<file path="src/sv/pwvr_pkg.sv">
// ----------------------------------------------------------------------------
// pwvr_pkg: shared types and constants for the pulse-wait voltage regulator
// holds field widths, codes, register indexes and the structs between modules
// ----------------------------------------------------------------------------
package pwvr_pkg;

  localparam int unsigned PWVR_TIMER_BITS = 17;

  localparam int unsigned VOLT_W  = 12;  // readings in tenths of a volt
  localparam int unsigned PULSE_W = 11;
  localparam int unsigned CFG_IDX_W  = 3;
  localparam int unsigned CFG_DATA_W = 16;

  localparam logic [PULSE_W-1:0] CENTER_US = 11'd1500;

  typedef enum logic [0:0] {
    OP_TICK  = 1'b0,
    OP_START = 1'b1
  } op_e;

  typedef enum logic [1:0] {
    MODE_IDLE   = 2'd0,
    MODE_ACTIVE = 2'd1,
    MODE_UNDER  = 2'd2,
    MODE_OVER   = 2'd3
  } mode_e;

  typedef enum logic [1:0] {
    PH_IDLE   = 2'd0,
    PH_SETTLE = 2'd1,
    PH_PULSE  = 2'd2
  } phase_e;

  typedef enum logic [1:0] {
    DIR_NONE = 2'd0,
    DIR_UP   = 2'd1,
    DIR_DOWN = 2'd2
  } dir_e;

  typedef enum logic [CFG_IDX_W-1:0] {
    CFG_TARGET      = 3'd0,
    CFG_TOLERANCE   = 3'd1,
    CFG_MIN_INPUT   = 3'd2,
    CFG_SETTLE      = 3'd3,
    CFG_PULSE       = 3'd4,
    CFG_STALL       = 3'd5
  } cfg_reg_e;

  typedef struct packed {
    logic [7:0]  target_voltage;
    logic [6:0]  tolerance;
    logic [8:0]  min_input_voltage;
    logic [15:0] settle_ticks;
    logic [15:0] pulse_ticks;
    logic [15:0] stall_ticks;
  } pwvr_cfg_t;

  typedef struct packed {
    logic              op;
    logic [VOLT_W-1:0] vin_tenths;
    logic [VOLT_W-1:0] vout_tenths;
  } pwvr_item_t;

  typedef struct packed {
    logic               servo_enable;
    logic [PULSE_W-1:0] servo_pulse_us;
    logic [1:0]         reg_status;
    logic [1:0]         servo_phase;
    logic               alarm_raised;
  } pwvr_result_t;

endpackage

</file>
<file path="src/sv/pwvr_if.sv">
// ----------------------------------------------------------------------------
// pwvr channel interfaces
// valid/ready channels for the input items and the result items
// ----------------------------------------------------------------------------
interface pwvr_in_if;
  import pwvr_pkg::*;

  logic              valid;
  logic              ready;
  logic              op;
  logic [VOLT_W-1:0] vin_tenths;
  logic [VOLT_W-1:0] vout_tenths;

  modport source (output valid, output op, output vin_tenths, output vout_tenths,
                  input ready);
  modport sink   (input valid, input op, input vin_tenths, input vout_tenths,
                  output ready);
endinterface

interface pwvr_out_if;
  import pwvr_pkg::*;

  logic               valid;
  logic               ready;
  logic               servo_enable;
  logic [PULSE_W-1:0] servo_pulse_us;
  logic [1:0]         reg_status;
  logic [1:0]         servo_phase;
  logic               alarm_raised;

  modport source (output valid, output servo_enable, output servo_pulse_us,
                  output reg_status, output servo_phase, output alarm_raised,
                  input ready);
  modport sink   (input valid, input servo_enable, input servo_pulse_us,
                  input reg_status, input servo_phase, input alarm_raised,
                  output ready);
endinterface

</file>
<file path="src/sv/pulse_wait_voltage_regulator_unit.sv">
// an accepted input transaction passes the input register, then the result register
// throughput: one transaction per cycle; the input register and the result
//   register each hand over whenever the next stage is free or drains
// reset (rst_ni low, asynchronous): mode and phase idle, timers and stored
//   output cleared, direction none, drive 1500 us, registers at defaults
// ----------------------------------------------------------------------------
// pulse_wait_voltage_regulator_unit: servo variac regulator top level
// pulse-and-wait deadband regulation with three-speed correction pulses,
// stall alarms and recovery checks, one result per input transaction
// ----------------------------------------------------------------------------
module pulse_wait_voltage_regulator_unit #(
  parameter int unsigned TIMER_BITS = pwvr_pkg::PWVR_TIMER_BITS
) (
  input  logic                            clk_i,
  input  logic                            rst_ni,
  // configuration write port
  input  logic                            cfg_we_i,
  input  logic [pwvr_pkg::CFG_IDX_W-1:0]  cfg_idx_i,
  input  logic [pwvr_pkg::CFG_DATA_W-1:0] cfg_wdata_i,
  // transaction channels
  pwvr_in_if.sink                         in_i,
  pwvr_out_if.source                      out_o
);
  import pwvr_pkg::*;

  pwvr_cfg_t    cfg;
  pwvr_item_t   item_q;
  logic         item_valid_q;
  pwvr_result_t res;
  pwvr_result_t res_q;
  logic         res_valid_q;

  // handshake plumbing
  logic in_fire;    // input transaction lands in the input register
  logic step_fire;  // input register retires into the result register

  // the input register moves on when the result register is empty or
  // is being emptied this cycle; the input side refills behind it
  assign step_fire = item_valid_q && (!res_valid_q || out_o.ready);
  assign in_i.ready = !item_valid_q || step_fire;
  assign in_fire   = in_i.valid && in_i.ready;

  pwvr_cfg_regs u_cfg (
    .clk_i       (clk_i),
    .rst_ni      (rst_ni),
    .cfg_we_i    (cfg_we_i),
    .cfg_idx_i   (cfg_idx_i),
    .cfg_wdata_i (cfg_wdata_i),
    .cfg_o       (cfg)
  );

  // input register: valid is control, payload only loads
  always_ff @(posedge clk_i or negedge rst_ni) begin
    if (!rst_ni) begin
      item_valid_q <= 1'b0;
    end else if (in_i.ready) begin
      item_valid_q <= in_i.valid;
    end
  end

  always_ff @(posedge clk_i) begin
    if (in_fire) begin
      item_q.op          <= in_i.op;
      item_q.vin_tenths  <= in_i.vin_tenths;
      item_q.vout_tenths <= in_i.vout_tenths;
    end
  end

  // regulator state commits on the same edge the result is captured
  pwvr_step #(
    .TIMER_BITS (TIMER_BITS)
  ) u_step (
    .clk_i  (clk_i),
    .rst_ni (rst_ni),
    .en_i   (step_fire),
    .item_i (item_q),
    .cfg_i  (cfg),
    .res_o  (res)
  );

  // result register
  always_ff @(posedge clk_i or negedge rst_ni) begin
    if (!rst_ni) begin
      res_valid_q <= 1'b0;
    end else if (step_fire) begin
      res_valid_q <= 1'b1;
    end else if (out_o.ready) begin
      res_valid_q <= 1'b0;
    end
  end

  always_ff @(posedge clk_i) begin
    if (step_fire) begin
      res_q <= res;
    end
  end

  assign out_o.valid          = res_valid_q;
  assign out_o.servo_enable   = res_q.servo_enable;
  assign out_o.servo_pulse_us = res_q.servo_pulse_us;
  assign out_o.reg_status     = res_q.reg_status;
  assign out_o.servo_phase    = res_q.servo_phase;
  assign out_o.alarm_raised   = res_q.alarm_raised;

endmodule

</file>
<file path="src/sv/pwvr_cfg_regs.sv">
// ----------------------------------------------------------------------------
// pwvr_cfg_regs: configuration register bank
// decodes the write port into the six regulator settings
// ----------------------------------------------------------------------------
module pwvr_cfg_regs (
  input  logic                                clk_i,
  input  logic                                rst_ni,
  input  logic                                cfg_we_i,
  input  logic [pwvr_pkg::CFG_IDX_W-1:0]      cfg_idx_i,
  input  logic [pwvr_pkg::CFG_DATA_W-1:0]     cfg_wdata_i,
  output pwvr_pkg::pwvr_cfg_t                 cfg_o
);
  import pwvr_pkg::*;

  pwvr_cfg_t cfg_q, cfg_d;

  always_comb begin
    cfg_d = cfg_q;
    if (cfg_we_i) begin
      unique case (cfg_reg_e'(cfg_idx_i))
        CFG_TARGET:    cfg_d.target_voltage    = cfg_wdata_i[7:0];
        CFG_TOLERANCE: cfg_d.tolerance         = cfg_wdata_i[6:0];
        CFG_MIN_INPUT: cfg_d.min_input_voltage = cfg_wdata_i[8:0];
        CFG_SETTLE:    cfg_d.settle_ticks      = cfg_wdata_i;
        CFG_PULSE:     cfg_d.pulse_ticks       = cfg_wdata_i;
        CFG_STALL:     cfg_d.stall_ticks       = cfg_wdata_i;
        default:       cfg_d = cfg_q;  // unused index, ignored
      endcase
    end
  end

  always_ff @(posedge clk_i or negedge rst_ni) begin
    if (!rst_ni) begin
      cfg_q.target_voltage    <= 8'd0;
      cfg_q.tolerance         <= 7'd2;
      cfg_q.min_input_voltage <= 9'd50;
      cfg_q.settle_ticks      <= 16'd1000;
      cfg_q.pulse_ticks       <= 16'd100;
      cfg_q.stall_ticks       <= 16'd5000;
    end else begin
      cfg_q <= cfg_d;
    end
  end

  assign cfg_o = cfg_q;

endmodule

</file>
<file path="src/sv/pwvr_step.sv">
// ----------------------------------------------------------------------------
// pwvr_step: regulator state and per-transaction update rule
// holds mode, phase, timers and drive state; computes the next result
// ----------------------------------------------------------------------------
module pwvr_step #(
  parameter int unsigned TIMER_BITS = pwvr_pkg::PWVR_TIMER_BITS
) (
  input  logic                  clk_i,
  input  logic                  rst_ni,
  input  logic                  en_i,
  input  pwvr_pkg::pwvr_item_t  item_i,
  input  pwvr_pkg::pwvr_cfg_t   cfg_i,
  output pwvr_pkg::pwvr_result_t res_o
);
  import pwvr_pkg::*;

  localparam int unsigned CMP_W = (TIMER_BITS > 16) ? TIMER_BITS : 16;

  mode_e               mode_q, mode_d;
  phase_e              phase_q, phase_d;
  dir_e                dir_q, dir_d;
  logic [TIMER_BITS-1:0] pt_q, pt_d, pt_inc;
  logic [TIMER_BITS-1:0] st_q, st_d, st_inc;
  logic [VOLT_W-1:0]   last_q, last_d;
  logic [PULSE_W-1:0]  drive_q, drive_d;
  logic                raised;

  logic [24:0]         vout_prod;
  logic [8:0]          vout_volts;
  logic signed [9:0]   err;
  logic [8:0]          mag;
  logic [12:0]         min_x10;
  logic                low_input;
  logic [7:0]          speed;
  logic [VOLT_W-1:0]   out_diff;
  logic [16:0]         vin_x25;
  logic [16:0]         tgt_x220;
  logic [12:0]         over_lim;
  logic                settle_done, pulse_done;

  // whole volts by reciprocal multiply, exact for 12-bit readings
  assign vout_prod  = 25'(item_i.vout_tenths) * 25'd6554;
  assign vout_volts = vout_prod[24:16];
  assign err        = $signed({2'b00, cfg_i.target_voltage}) - $signed({1'b0, vout_volts});
  assign mag        = err[9] ? 9'(-err) : err[8:0];

  assign min_x10    = 13'(cfg_i.min_input_voltage) * 13'd10;
  assign low_input  = 13'(item_i.vin_tenths) < min_x10;

  assign out_diff   = (item_i.vout_tenths > last_q) ? item_i.vout_tenths - last_q
                                                    : last_q - item_i.vout_tenths;

  assign vin_x25    = 17'(item_i.vin_tenths) * 17'd25;
  assign tgt_x220   = 17'(cfg_i.target_voltage) * 17'd220;
  assign over_lim   = (13'(cfg_i.target_voltage) + 13'(cfg_i.tolerance)) * 13'd10;

  assign pt_inc = (pt_q == '1) ? pt_q : pt_q + 1'b1;
  assign st_inc = (st_q == '1) ? st_q : st_q + 1'b1;

  assign settle_done = CMP_W'(pt_inc) >= CMP_W'(cfg_i.settle_ticks);
  assign pulse_done  = CMP_W'(pt_inc) >= CMP_W'(cfg_i.pulse_ticks);

  always_comb begin
    if (mag > 9'd30)      speed = 8'd200;
    else if (mag > 9'd10) speed = 8'd100;
    else                  speed = 8'd50;
  end

  always_comb begin
    mode_d  = mode_q;
    phase_d = phase_q;
    dir_d   = dir_q;
    pt_d    = pt_q;
    st_d    = st_q;
    last_d  = last_q;
    drive_d = drive_q;
    raised  = 1'b0;

    if (item_i.op == OP_START) begin
      mode_d  = MODE_ACTIVE;
      phase_d = PH_SETTLE;
      pt_d    = '0;
      st_d    = '0;
    end else begin
      pt_d = pt_inc;
      st_d = st_inc;
      unique case (mode_q)
        MODE_ACTIVE: begin
          if (low_input) begin
            phase_d = PH_IDLE;
          end else begin
            unique case (phase_q)
              PH_IDLE: begin
                if (mag > 9'(cfg_i.tolerance)) begin
                  phase_d = PH_SETTLE;
                  pt_d    = '0;
                end
              end
              PH_SETTLE: begin
                if (settle_done) begin
                  if (mag <= 9'(cfg_i.tolerance)) begin
                    phase_d = PH_IDLE;
                  end else begin
                    if (err > 0) begin
                      drive_d = CENTER_US + PULSE_W'(speed);
                      dir_d   = DIR_UP;
                    end else begin
                      drive_d = CENTER_US - PULSE_W'(speed);
                      dir_d   = DIR_DOWN;
                    end
                    phase_d = PH_PULSE;
                    pt_d    = '0;
                  end
                end
              end
              default: begin
                if (pulse_done) begin
                  phase_d = PH_SETTLE;
                  pt_d    = '0;
                end
              end
            endcase
          end
          // output movement and stall detection
          if (out_diff > 12'd10) begin
            last_d = item_i.vout_tenths;
            st_d   = '0;
          end
          if (phase_d != PH_IDLE && CMP_W'(st_d) > CMP_W'(cfg_i.stall_ticks)) begin
            phase_d = PH_IDLE;
            if (dir_d == DIR_UP) begin
              mode_d = MODE_UNDER;
              raised = 1'b1;
            end else if (dir_d == DIR_DOWN) begin
              mode_d = MODE_OVER;
              raised = 1'b1;
            end
          end
        end
        MODE_UNDER: begin
          if (vin_x25 >= tgt_x220) begin
            mode_d = MODE_ACTIVE;
            st_d   = '0;
          end
        end
        MODE_OVER: begin
          if (13'(item_i.vout_tenths) <= over_lim) begin
            mode_d = MODE_ACTIVE;
            st_d   = '0;
          end
        end
        default: mode_d = mode_q;
      endcase
    end
  end

  always_ff @(posedge clk_i or negedge rst_ni) begin
    if (!rst_ni) begin
      mode_q  <= MODE_IDLE;
      phase_q <= PH_IDLE;
      dir_q   <= DIR_NONE;
      pt_q    <= '0;
      st_q    <= '0;
      last_q  <= '0;
      drive_q <= CENTER_US;
    end else if (en_i) begin
      mode_q  <= mode_d;
      phase_q <= phase_d;
      dir_q   <= dir_d;
      pt_q    <= pt_d;
      st_q    <= st_d;
      last_q  <= last_d;
      drive_q <= drive_d;
    end
  end

  assign res_o.servo_enable   = (phase_d == PH_PULSE);
  assign res_o.servo_pulse_us = (phase_d == PH_PULSE) ? drive_d : CENTER_US;
  assign res_o.reg_status     = mode_d;
  assign res_o.servo_phase    = phase_d;
  assign res_o.alarm_raised   = raised;

endmodule

</file>
<file path="src/flat_wrapper.sv">
// flat-port wrapper written by rule: the top's interface ports become plain ports
module pulse_wait_voltage_regulator_unit_flat import pwvr_pkg::*;
#(
  parameter int unsigned TIMER_BITS = pwvr_pkg::PWVR_TIMER_BITS
)
  (clk_i, rst_ni, cfg_we_i, cfg_idx_i, cfg_wdata_i, in_i_valid, in_i_op, in_i_vin_tenths, in_i_vout_tenths, in_i_ready, out_o_valid, out_o_servo_enable, out_o_servo_pulse_us, out_o_reg_status, out_o_servo_phase, out_o_alarm_raised, out_o_ready);
  pwvr_in_if in_i_i ();
  pwvr_out_if out_o_i ();
  input  logic clk_i;
  input  logic rst_ni;
  input  logic cfg_we_i;
  input  logic [pwvr_pkg::CFG_IDX_W-1:0] cfg_idx_i;
  input  logic [pwvr_pkg::CFG_DATA_W-1:0] cfg_wdata_i;
  input wire logic [$bits(in_i_i.valid)-1:0] in_i_valid;
  input wire logic [$bits(in_i_i.op)-1:0] in_i_op;
  input wire logic [$bits(in_i_i.vin_tenths)-1:0] in_i_vin_tenths;
  input wire logic [$bits(in_i_i.vout_tenths)-1:0] in_i_vout_tenths;
  output wire logic [$bits(in_i_i.ready)-1:0] in_i_ready;
  output wire logic [$bits(out_o_i.valid)-1:0] out_o_valid;
  output wire logic [$bits(out_o_i.servo_enable)-1:0] out_o_servo_enable;
  output wire logic [$bits(out_o_i.servo_pulse_us)-1:0] out_o_servo_pulse_us;
  output wire logic [$bits(out_o_i.reg_status)-1:0] out_o_reg_status;
  output wire logic [$bits(out_o_i.servo_phase)-1:0] out_o_servo_phase;
  output wire logic [$bits(out_o_i.alarm_raised)-1:0] out_o_alarm_raised;
  input wire logic [$bits(out_o_i.ready)-1:0] out_o_ready;
  assign in_i_i.valid = in_i_valid;
  assign in_i_i.op = in_i_op;
  assign in_i_i.vin_tenths = in_i_vin_tenths;
  assign in_i_i.vout_tenths = in_i_vout_tenths;
  assign in_i_ready = in_i_i.ready;
  assign out_o_valid = out_o_i.valid;
  assign out_o_servo_enable = out_o_i.servo_enable;
  assign out_o_servo_pulse_us = out_o_i.servo_pulse_us;
  assign out_o_reg_status = out_o_i.reg_status;
  assign out_o_servo_phase = out_o_i.servo_phase;
  assign out_o_alarm_raised = out_o_i.alarm_raised;
  assign out_o_i.ready = out_o_ready;
  pulse_wait_voltage_regulator_unit #(.TIMER_BITS(TIMER_BITS)) u_core (.clk_i(clk_i), .rst_ni(rst_ni), .cfg_we_i(cfg_we_i), .cfg_idx_i(cfg_idx_i), .cfg_wdata_i(cfg_wdata_i), .in_i(in_i_i), .out_o(out_o_i));
endmodule
</file>
<file path="config.mk">
export PLATFORM = sky130hd
export DESIGN_NAME = pulse_wait_voltage_regulator_unit_flat
export DESIGN_NICKNAME = d
export VERILOG_FILES = /design/src/sv/pwvr_pkg.sv /design/src/sv/pwvr_if.sv /design/src/sv/pulse_wait_voltage_regulator_unit.sv /design/src/sv/pwvr_cfg_regs.sv /design/src/sv/pwvr_step.sv /design/src/flat_wrapper.sv
export SDC_FILE = /design/constraint.sdc
export NUM_CORES = 1
export LEC_CHECK = 0
export ABC_AREA = 1
export BUFFER_PORTS_ARGS = -buffer_cell sky130_fd_sc_hd__buf_4
export CAP_MARGIN = 30
export CORE_UTILIZATION = 58
export CTS_CLUSTER_DIAMETER = 30
export DETAILED_ROUTE_END_ITERATION = 8
export PLACE_DENSITY = 0.79
export REMOVE_ABC_BUFFERS = 1
export SLEW_MARGIN = 20
export SYNTH_ARGS = -nofsm -noshare
export SYNTH_HDL_FRONTEND = slang
export SYNTH_SLANG_ARGS = --single-unit
</file>
<file path="constraint.sdc">
create_clock -name clk_i -period 8.4 [get_ports clk_i]
set_input_delay 1.26 -clock clk_i [delete_from_list [all_inputs] [get_ports clk_i]]
set_output_delay 1.26 -clock clk_i [all_outputs]
set_load 0.005 [all_outputs]
</file>
## Yosys cells after proc, flatten, opt, wreduce, memory -nomap -nowiden

Cells that the tools add are included.

| operators by class | value |
|---|---|
| reduce and logical (&&, ||, !) cells | 20 |
| equal/unequal tests | 14 |
| bitwise operators | 3 |
| magnitude comparators | 13 |
| multipliers | 5 |
| add/subtract/negate cells | 9 |
| muxes and demuxes | 57 |

Operator list:

| cell | count |
|---|---|
| $mux W17 | 15 |
| $mux W11 | 7 |
| $ge A17 B16 Y1 | 3 |
| $pmux W17 S3 | 1 |
| $mux W2 | 23 |
| $add A17 B1 Y17 const B | 2 |
| $eq A17 B17 Y1 const B | 2 |
| $pmux W17 S2 | 1 |
| $mul A12 B12 Y24 const B | 1 |
| $mul A9 B3 Y12 const B | 2 |
| $sub A12 B12 Y12 | 2 |
| $gt A17 B16 Y1 | 1 |
| $mul A12 B5 Y17 const B | 1 |
| $mul A8 B6 Y14 const B | 1 |
| $le A12 B13 Y1 | 1 |
| $lt A12 B13 Y1 | 1 |
| $gt A12 B12 Y1 | 1 |
| $gt A12 B4 Y1 const B | 1 |
| $mux W12 | 1 |
| $reduce_and A2 Y1 | 6 |
| $add A11 B8 Y11 const A | 1 |
| $sub A11 B8 Y11 const A | 1 |
| $gt A10 B1 Y1 const B | 1 |
| $sub A8 B9 Y10 | 1 |
| other kinds (27) | 44 |

| word-level totals | value |
|---|---|
| input port bits | 49 |
| register bits | 179 |
| output and inout bits | 19 |
| word-level logic and storage cells | 144 |

## Depth between registers and ports, before layout

| depth | value |
|---|---|
| depth in word-level cells | 17 |
| gate-level depth with buffers | 57 |

## Modules after synthesis

Synthesis repeated with hierarchy kept, for this count alone.

| unflattened totals | value |
|---|---|
| cells, all modules | 2,360 |
| area, all modules | 18,358.9 µm² |

By module, submodules not included:

| module | instances | area an instance (µm²) | sequential area each (µm²) | cells an instance |
|---|---|---|---|---|
| pwvr_step | 1 | 14,107.3 | 1,585.3 | 1,986 |
| pwvr_cfg_regs | 1 | 2,895.3 | 1,824.2 | 320 |
| pulse_wait_voltage_regulator_unit | 1 | 1,356.3 | 1,311.3 | 54 |

## Worst setup path after synthesis

OpenSTA, ideal clock, no wires.

| path | value |
|---|---|
| path type | register -> register |
| start | reg u_core.item_q[7] in the netlist's numbering |
| end | reg u_core.res_q, in the netlist u_core.out_o.reg_status[1] (data pin) |
| path buffers | 1 |
| stages on the path, launching flop included | 53 |
| clock period less this slack | 8,095 ps |
| arrival | 7,836 ps |
| path slack | 305 ps |
| cells stage by stage | edfxtp_1 > ha_1 > inv_1 > fa_1 > inv_1 > fa_1 > fa_1 > inv_1 > fa_1 > inv_1 > ha_1 > a21o_1 > nor2_1 > nand2_1 > a31o_2 > a21o_1 > nand3_1 > nand2_1 > (+17 left out) > ha_1 > nand2_1 > inv_1 > nand2_1 > o221a_2 > o21ai_0 > o21ai_0 > nand3_2 > nand2_2 > nor2_1 > inv_1 > o21ai_0 > inv_1 > ha_1 > nor2_1 > nor2_1 > nand3_1 > a21oi_1 |

RTL lines:

| element | line | RTL |
|---|---|---|
| start, declared | pulse_wait_voltage_regulator_unit.sv:27 | `pwvr_item_t item_q;` |
| end signal, assigned | pulse_wait_voltage_regulator_unit.sv:94 | `res_q <= res;` |
| end, declared | pulse_wait_voltage_regulator_unit.sv:30 | `pwvr_result_t res_q;` |

==> flow_metrics.tcl <==
set metrics [dict create \
    setup_viol 0 \
    synth_cell_types 47 \
    post-route-util 0.656 \
    worst_ep_required_time_ns 8.60 \
    instances_no_fill 2843 \
    clock-skew-final_ns 0.0141 \
    ctsHoldBuffers 0 \
    cap_viol_max_count 0 \
    global_route.overflow_total 0 \
    antenna_violations_before_repair 0 \
    worstSetupPathType "register to register" \
    fin_tns_setup_ns 0 \
    grt_first_pass_wirelength_mm 69.7 \
    vias 15313 \
    fraction_of_layout_instances_using_a_drive_strength_above_1 0.0940 \
    critical_path.startpoint "u_core.item_q[7]" \
    initial_core_util 0.590 \
    ioPinCount 68 \
    yosys_warnings 0 \
    detailedPlacementHpwl_mm 33.6 \
    min-delay-path-class "register to register" \
    final_area_um2 20100 \
    clock_pin_slew_on_the_worst_setup_and_hold_paths_ns 0.07 \
    sequential_cell_area_fraction_in_the_yosys_report 0.261 \
    critical_path_buf_inv_count 8 \
    r2r_end "u_core.out_o.reg_status[0]" \
    cts_buffer_depth 2 \
    core.rowCount 64 \
    final_hold_viol_count 0 \
    die_height_um 178 \
    synth.ff_latch_count 179 \
    wl_per_cell_um 14.9 \
    critPathMaxFanout 8 \
    critPathLaunchType "register" \
    syn_area_um2 18100 \
    worst_skew_pair.late_latency_ns 0.45 \
    clk_root_buffer_cell "sky130_fd_sc_hd__clkbuf_16" \
    worstPathArrival_ns 8.28 \
    wl_final_mm 42.3 \
    critPathTopFamily "adder cells" \
    regToRegSetupSlack_ns 0.32 \
    nature_of_the_critical_path_endpoint "register" \
    outcome "finished, final reports clean" \
    min_period_ns 8.08 \
    transition_time_at_the_pin_with_the_least_slew_margin_ns 0.815 \
    cts_htree_levels 4 \
    drt_drc_violations_left 0 \
    place.port_buffers 67 \
    maxSlewViolCount 0 \
    critPathMostFrequentCell "sky130_fd_sc_hd__nand2_2" \
    critical_path_cell_count 51 \
    nFillCells 2577 \
    endpoint "u_core.out_o.reg_status[0]" \
    first_iter_violations 1040 \
    share_of_flip_flops_with_an_asynchronous_set_or_reset_after_synthesis 0.765 \
    fp.dieW_um 178 \
    cts_inserted_buffers 17 \
    final_antenna_net_count 0 \
    finalNetCount 2868 \
    place.gp.congestion 0.903 \
    firstDrtPassIters 5 \
    fp.coreArea_um2 30600 \
    grt_max_degree 80 \
    timing.max_slew.rel_slack 0.456 \
    post-place-cells 2796 \
    worst_path_max_delay_cell "sky130_fd_sc_hd__fa_1" \
    layout-area-overhead-vs-synth_pct 11.1 \
    synthFlopType "sky130_fd_sc_hd__dfrtp_1" \
    synth-edff-count 42 \
    critical_register_to_register_path_startpoint "u_core.item_q[7]" \
    antenna_cells_inserted 0 \
    track_usage 0.273 \
    tritoncts_clock_tree "yes" \
    reg2reg_depth 51 \
    die_area_um2 31800 \
    vias_per_cell 5.39 \
    post_synth_inst_count 2335 \
    worst_path_largest_cell_delay_ns 0.54 \
    fin_crit_sh 0.962 \
    post_synth.cell_area_avg_um2 7.73 \
    placedInstanceArea_um2 19100 \
    maximum_frequency_from_static_timing_analysis_mhz 124 \
    clock_sinks 179 \
    first_global_vias 14822 \
]
==> cells in the final DEF, fill, tap and decap left out, types with 17 or more instances in the layout <==
cell,instances
sky130_fd_sc_hd__a21oi_1,104
sky130_fd_sc_hd__buf_4,100
sky130_fd_sc_hd__clkbuf_16,17
sky130_fd_sc_hd__dfrtp_1,112
sky130_fd_sc_hd__dfstp_2,25
sky130_fd_sc_hd__edfxtp_1,42
sky130_fd_sc_hd__fa_1,66
sky130_fd_sc_hd__ha_1,313
sky130_fd_sc_hd__inv_1,471
sky130_fd_sc_hd__nand2_1,523
sky130_fd_sc_hd__nand3_1,112
sky130_fd_sc_hd__nand4_1,42
sky130_fd_sc_hd__nor2_1,123
sky130_fd_sc_hd__nor3_1,19
sky130_fd_sc_hd__o21ai_0,130
sky130_fd_sc_hd__o21ai_1,17
sky130_fd_sc_hd__xnor2_1,18
sky130_fd_sc_hd__xor2_1,64
==> area by class of cell <==
class	count	area (um^2)	area share
Multi-Input combinational cell	1644	11600	0.577
Clock inverter	13	134	0.00667
Sequential cell	179	4720	0.235
Inverter	483	1810	0.0903
Clock buffer	19	453	0.0226
Tap cell	396	495	0.0247
Timing Repair Buffer	109	867	0.0432
==> through the flow <==
stage                     hold slack (ns)  setup WS (ns)
after global placement              0.455         0.0464
after global routing                0.497         -0.137
after CTS                           0.470         0.0256
after floorplan                     0.436          0.270
final                               0.472          0.319
after detailed placement            0.458         -0.202
==> worst min-delay path by stage <==
| stage | startpoint | end | slack, ns | cells after the start |
|---|---|---|---|---|
| floorplan | u_core.u_step.drive_q[0] | u_core.u_step.drive_q[0] | 0.44 | 2 |
| global placement | u_core.u_step.drive_q[4] | u_core.u_step.drive_q[4] | 0.46 | 2 |
| detailed placement | u_core.u_step.drive_q[8] | u_core.u_step.drive_q[8] | 0.46 | 2 |
| CTS | u_core.u_step.drive_q[8] | u_core.u_step.drive_q[8] | 0.47 | 2 |
| global route | u_core.u_step.drive_q[4] | u_core.u_step.drive_q[4] | 0.50 | 2 |
| finish | u_core.u_step.drive_q[3] | u_core.u_step.drive_q[3] | 0.47 | 2 |
==> state kept, by name, indices dropped and copies added, names as in the netlist <==
| register | flops |
|---|---|
| u_core.u_step.drive_q | 11 |
| u_core.out_o.servo_enable | 1 |
| u_core.item_valid_q | 1 |
| u_core.out_o.servo_pulse_us | 11 |
| u_core.out_o.servo_phase | 2 |
| u_core.u_step.st_q | 17 |
| u_core.u_step.mode_q | 2 |
| u_core.u_step.last_q | 12 |
| u_core.u_cfg.cfg_o | 72 |
| u_core.u_step.pt_q | 17 |
| u_core.out_o.reg_status | 2 |
| u_core.out_o.valid | 1 |
| u_core.u_step.dir_q | 2 |
| u_core.item_q | 25 |
| u_core.out_o.alarm_raised | 1 |
| u_core.u_step.phase_q | 2 |
==> cells in the mapped netlist, types with 6 or more instances <==
master                       n  area [um^2]
sky130_fd_sc_hd__xor2_1     66          578
sky130_fd_sc_hd__nor3_1     19         95.1
sky130_fd_sc_hd__a21oi_1   107          536
sky130_fd_sc_hd__dfrtp_1   112         2800
sky130_fd_sc_hd__nand3_1   115          576
sky130_fd_sc_hd__o211ai_1    6         45.0
sky130_fd_sc_hd__inv_2       9         33.8
sky130_fd_sc_hd__nand2_2     6         37.5
sky130_fd_sc_hd__inv_1     474         1780
sky130_fd_sc_hd__dfstp_2    25          657
sky130_fd_sc_hd__a21o_1      8         60.1
sky130_fd_sc_hd__o21bai_1   10         75.1
sky130_fd_sc_hd__clkbuf_1   19         71.3
sky130_fd_sc_hd__o21ai_1    14         70.1
sky130_fd_sc_hd__edfxtp_1   42         1260
sky130_fd_sc_hd__o21ai_0   136          681
sky130_fd_sc_hd__o21a_1      6         45.0
sky130_fd_sc_hd__nand2_1   532         2000
sky130_fd_sc_hd__nand4_1    42          263
sky130_fd_sc_hd__buf_2       6         30.0
sky130_fd_sc_hd__nand3b_1    8         60.1
sky130_fd_sc_hd__nor2_1    128          480
sky130_fd_sc_hd__ha_1      319         3990
sky130_fd_sc_hd__xnor2_1    19          166
sky130_fd_sc_hd__fa_1       66         1320
==> tightest hold or removal path, stage by stage (launching register included) <==
cell and delay (ns):
sky130_fd_sc_hd__dfstp_2 0.37, sky130_fd_sc_hd__nand2_1 0.06, sky130_fd_sc_hd__nand2_1 0.05
==> repair_timing <==
item	in CTS	in global routing
gates resized for setup	6	44
pin swaps	0	28
setup buffers	2	11
setup endpoints to repair	5	51
==> kinds of logic after synthesis <==
kind of cell	share of synthesized area
fa+ha+maj	0.294
compound gates	0.0929
flops	0.261
xor+xnor	0.0412
buf+inv	0.108
simple gates	0.202
==> routing by layer <==
layer	track usage	share of wire
met3	0.0296	0.040
met4	0.0569	0.013
met1	0.356	0.44
met2	0.486	0.50
met5	0	0
Power is not shown: default switching activity piles up to over one toggle a cycle in this logic, so the estimate is an artifact.
